==> src/rtl/bone_global_transform_core_macros.svh <==
// assertion macros for the bone global transform core
// used by the top level only; expects clk_i and rst_ni in scope
`ifndef BONE_GLOBAL_TRANSFORM_CORE_MACROS_SVH
`define BONE_GLOBAL_TRANSFORM_CORE_MACROS_SVH

// property holds at every clock edge outside reset
`define BGT_ASSERT(lbl, prop, msg) \
  lbl: assert property (@(posedge clk_i) disable iff (!rst_ni) (prop)) else $error(msg);

// condition implies a consequence in the next cycle
`define BGT_ASSERT_NEXT(lbl, pre, post, msg) \
  lbl: assert property (@(posedge clk_i) disable iff (!rst_ni) (pre) |=> (post)) \
    else $error(msg);

`endif

==> src/rtl/bgt_ram.sv <==
// generic single write port ram with registered read
// no dependencies
module bgt_ram #(
  parameter int unsigned Width = 8,
  parameter int unsigned Depth = 16
) (
  input  logic                     clk_i,
  input  logic                     we_i,
  input  logic [$clog2(Depth)-1:0] waddr_i,
  input  logic [Width-1:0]         wdata_i,
  input  logic [$clog2(Depth)-1:0] raddr_i,
  output logic [Width-1:0]         rdata_o
);
  logic [Width-1:0] mem [Depth];

  always_ff @(posedge clk_i) begin
    if (we_i) begin
      mem[waddr_i] <= wdata_i;
    end
    rdata_o <= mem[raddr_i];
  end
endmodule
==> config.mk <==
export PLATFORM = sky130hd
export DESIGN_NAME = bgt_ram
export DESIGN_NICKNAME = d
export VERILOG_FILES = /design/src/rtl/bone_global_transform_core_macros.svh /design/src/rtl/bgt_ram.sv
export SDC_FILE = /design/constraint.sdc
export NUM_CORES = 1
export LEC_CHECK = 0
export BUFFER_PORTS_ARGS = -buffer_cell sky130_fd_sc_hd__buf_2
export CELL_PAD_IN_SITES_DETAIL_PLACEMENT = 1
export CELL_PAD_IN_SITES_GLOBAL_PLACEMENT = 1
export CORE_MARGIN = 2
export CORE_UTILIZATION = 57
export DETAILED_ROUTE_END_ITERATION = 8
export PLACE_DENSITY_LB_ADDON = 0.1
export REMOVE_ABC_BUFFERS = 1
export SLEW_MARGIN = 0
export SYNTH_ARGS = -nofsm -noshare
export SYNTH_HDL_FRONTEND = slang
export SYNTH_SLANG_ARGS = --single-unit
==> constraint.sdc <==
create_clock -name clk_i -period 2.7 [get_ports clk_i]
set_input_delay 0.135 -clock clk_i [delete_from_list [all_inputs] [get_ports clk_i]]
set_output_delay 0.135 -clock clk_i [all_outputs]
set_load 0.005 [all_outputs]
==> flow_summary.json <==
{
  "outcome": "completed",
  "grt.total_usage_pct": 23.2,
  "p_per_area_nw_per_um2": 810,
  "numPlacedInstances": 363,
  "clock_skew_ps": 7.54,
  "ys_types": 19,
  "io_pins": 26,
  "core.rowCount": 34,
  "cts_made_buffers": 17,
  "routedWlPerCell_um": 25.7,
  "syn_to_final_growth_pct": 17.4,
  "final.min_clock_period_ps": 1400,
  "setup_viol": 0,
  "final_common_cell": "edfxtp_1",
  "crit_slowest_cell": "mux4_1",
  "viasPerCell": 6.10,
  "path_max_fanout": 18,
  "fmax_mhz": 715,
  "synth_area_per_cell_um2": 22.5,
  "relSlewSlack_pct": 33.9,
  "place.gp.congestion": 0.721,
  "endpoint_kind": "register",
  "clockBufferDepth": 2,
  "worstPathArrival_ps": 1790,
  "grt_max_degree": 33,
  "worst_pin_slew_ps": 988,
  "slew_viol_final": 0,
  "syn_area_um2": 5150,
  "n_antenna_cell": 0,
  "synth-seq-cells": 136,
  "cts_root_buf": "clkbuf_8",
  "syn_inst": 229,
  "wirelength_um": 10300,
  "portBuffers": 25,
  "critPathLaunchType": "input pin",
  "cts.repair.resized": 0,
  "setup-tns-final_ps": 0,
  "core_area_um2": 8720,
  "start_util_pct": 59.0,
  "htreeDepth": 4,
  "ant_nets": 0,
  "fin_util_pct": 69.3,
  "hold_violations": 0,
  "synthDominantCellAreaShare_pct": 74.7,
  "totalPowerFinal_mw": 4.90,
  "cts_sinks": 136,
  "crit_chain": "buf_2, buf_4, mux4_1, a22oi_1, nand2_1",
  "hold_class": "input pin to register",
  "first_iter_violations": 253,
  "rsz0062_at_grt": "false",
  "nets": 296,
  "clk_pin_slew_ps": 60,
  "maxCapViolCount": 0,
  "first_pass_iters": 6,
  "synth.area.top_cells": "edfxtp_1 75%, mux4_2 7.9%, mux4_1 7.1%",
  "yosysTopAreaCell": "edfxtp_1",
  "place_ws_ps": 737,
  "insertion_delay_ps": 510,
  "cp.required_ps": 3100,
  "p_leak_nw": 2.06,
  "setup_ws_ps": 1300,
  "min_period_over_period_pct": 51.8,
  "critPathKind": "input pin to register",
  "stdcell_count": 399,
  "final_cell_mix": "128 x edfxtp_1, 25 x buf_2, 18 x mux4_2",
  "ys_seq_area_share_pct": 77.8,
  "drive_gt1_share_pct": 29.6,
  "antenna_found_initial": 0,
  "route.detailed.drc": 0,
  "vias": 2435,
  "cts_tree": "yes",
  "dieArea_um2": 9810,
  "grt_overflow_total": 0,
  "yosys_warnings": 0,
  "dieWidth_um": 99.0,
  "cpPeakStageDelay_ps": 590,
  "grt_pass1_vias": 2701,
  "hpwl_um": 6500,
  "grt_pass1_wl_um": 15900,
  "die_h_um": 99.0,
  "ir_drop_v": 0.000467
}
## Yosys cell counts
master / count
nor2b_1: 1
and2b_1: 1
nor2_1: 13
a22oi_1: 16
edfxtp_1: 128
mux4_1: 14
buf_2: 3
or3b_2: 1
nand2_1: 9
nand3_1: 1
buf_6: 3
dfxtp_1: 8
buf_4: 1
nand2b_1: 2
mux4_2: 18
nand3b_1: 2
and2_1: 1
nor3_1: 4
clkdlybuf4s25_2: 3
## layer usage
layer  up-vias  share of wire [%]  GRT usage [%]
li1       1068                  -              -
met5         -                  0              0
met3        11                4.3           4.75
met2        82                 51           37.6
met4         0                1.6           10.3
met1      1274                 43           30.9
## per-stage QoR
| step | cell area, um2 | hold slack [ps] |
|---|---|---|
| after global routing | 6040 | 13.0 |
| after detailed placement | 5400 | 519 |
| after CTS | 6040 | 0.927 |
| after floorplan | 5060 | 234 |
| final | 6040 | 12.8 |
| after global placement | 5400 | 520 |
## registers in the layout, summed over array words and instances (netlist names)
name,count
rdata_o,8
mem,128
## cell type report
class,instances,area [um2]
tap,108,135
clock buffer,19,432
clock inverter,13,168
timing repair buffer,40,248
sequential,136,4000
fill,696,2680
multi-input combinational,83,1060
## cell families (layout without fill, tap and decap cells)
logic type / Yosys count / after routing / synth area share, %
flip-flops: 136 / 136 / 77.8
buffers and inverters: 10 / 72 / 1.68
AND/OR/NAND/NOR: 35 / 35 / 3.18
AO/OA/AOI/OAI: 16 / 16 / 2.33
multiplexers: 32 / 32 / 15.0
## worst max-delay path, delay by kind of cell
kind	cells	cell delay [ps]
AOI/OAI and AO/OA	1	220
and+or+nand+nor	1	70
muxes	1	590
buffers and inverters	2	760
## timing repair
item | CTS | global route
setup buffers | 0 | 0
hold buffers | 4 | 0
hold endpoints to repair | 47 | 0
## power by group
part	switching [mW]	internal, mW
clock	0.866	1.44
sequential	0.0138	2.36
combinational	0.125	0.0921
## final timing paths
path                              from             endpoint  slack (ps)  cells after the start
setup / recovery            raddr_i[0]   rdata_o[4]$_DFF_P_        1300                      5
hold / removal              wdata_i[6]  mem[5][6]$_DFFE_PP_          10                      1
setup reg to reg   mem[6][1]$_DFFE_PP_   rdata_o[1]$_DFF_P_        1310                      3
hold reg to reg   mem[13][3]$_DFFE_PP_   rdata_o[3]$_DFF_P_         680                      3
Power figures use the tool's default switching activity.
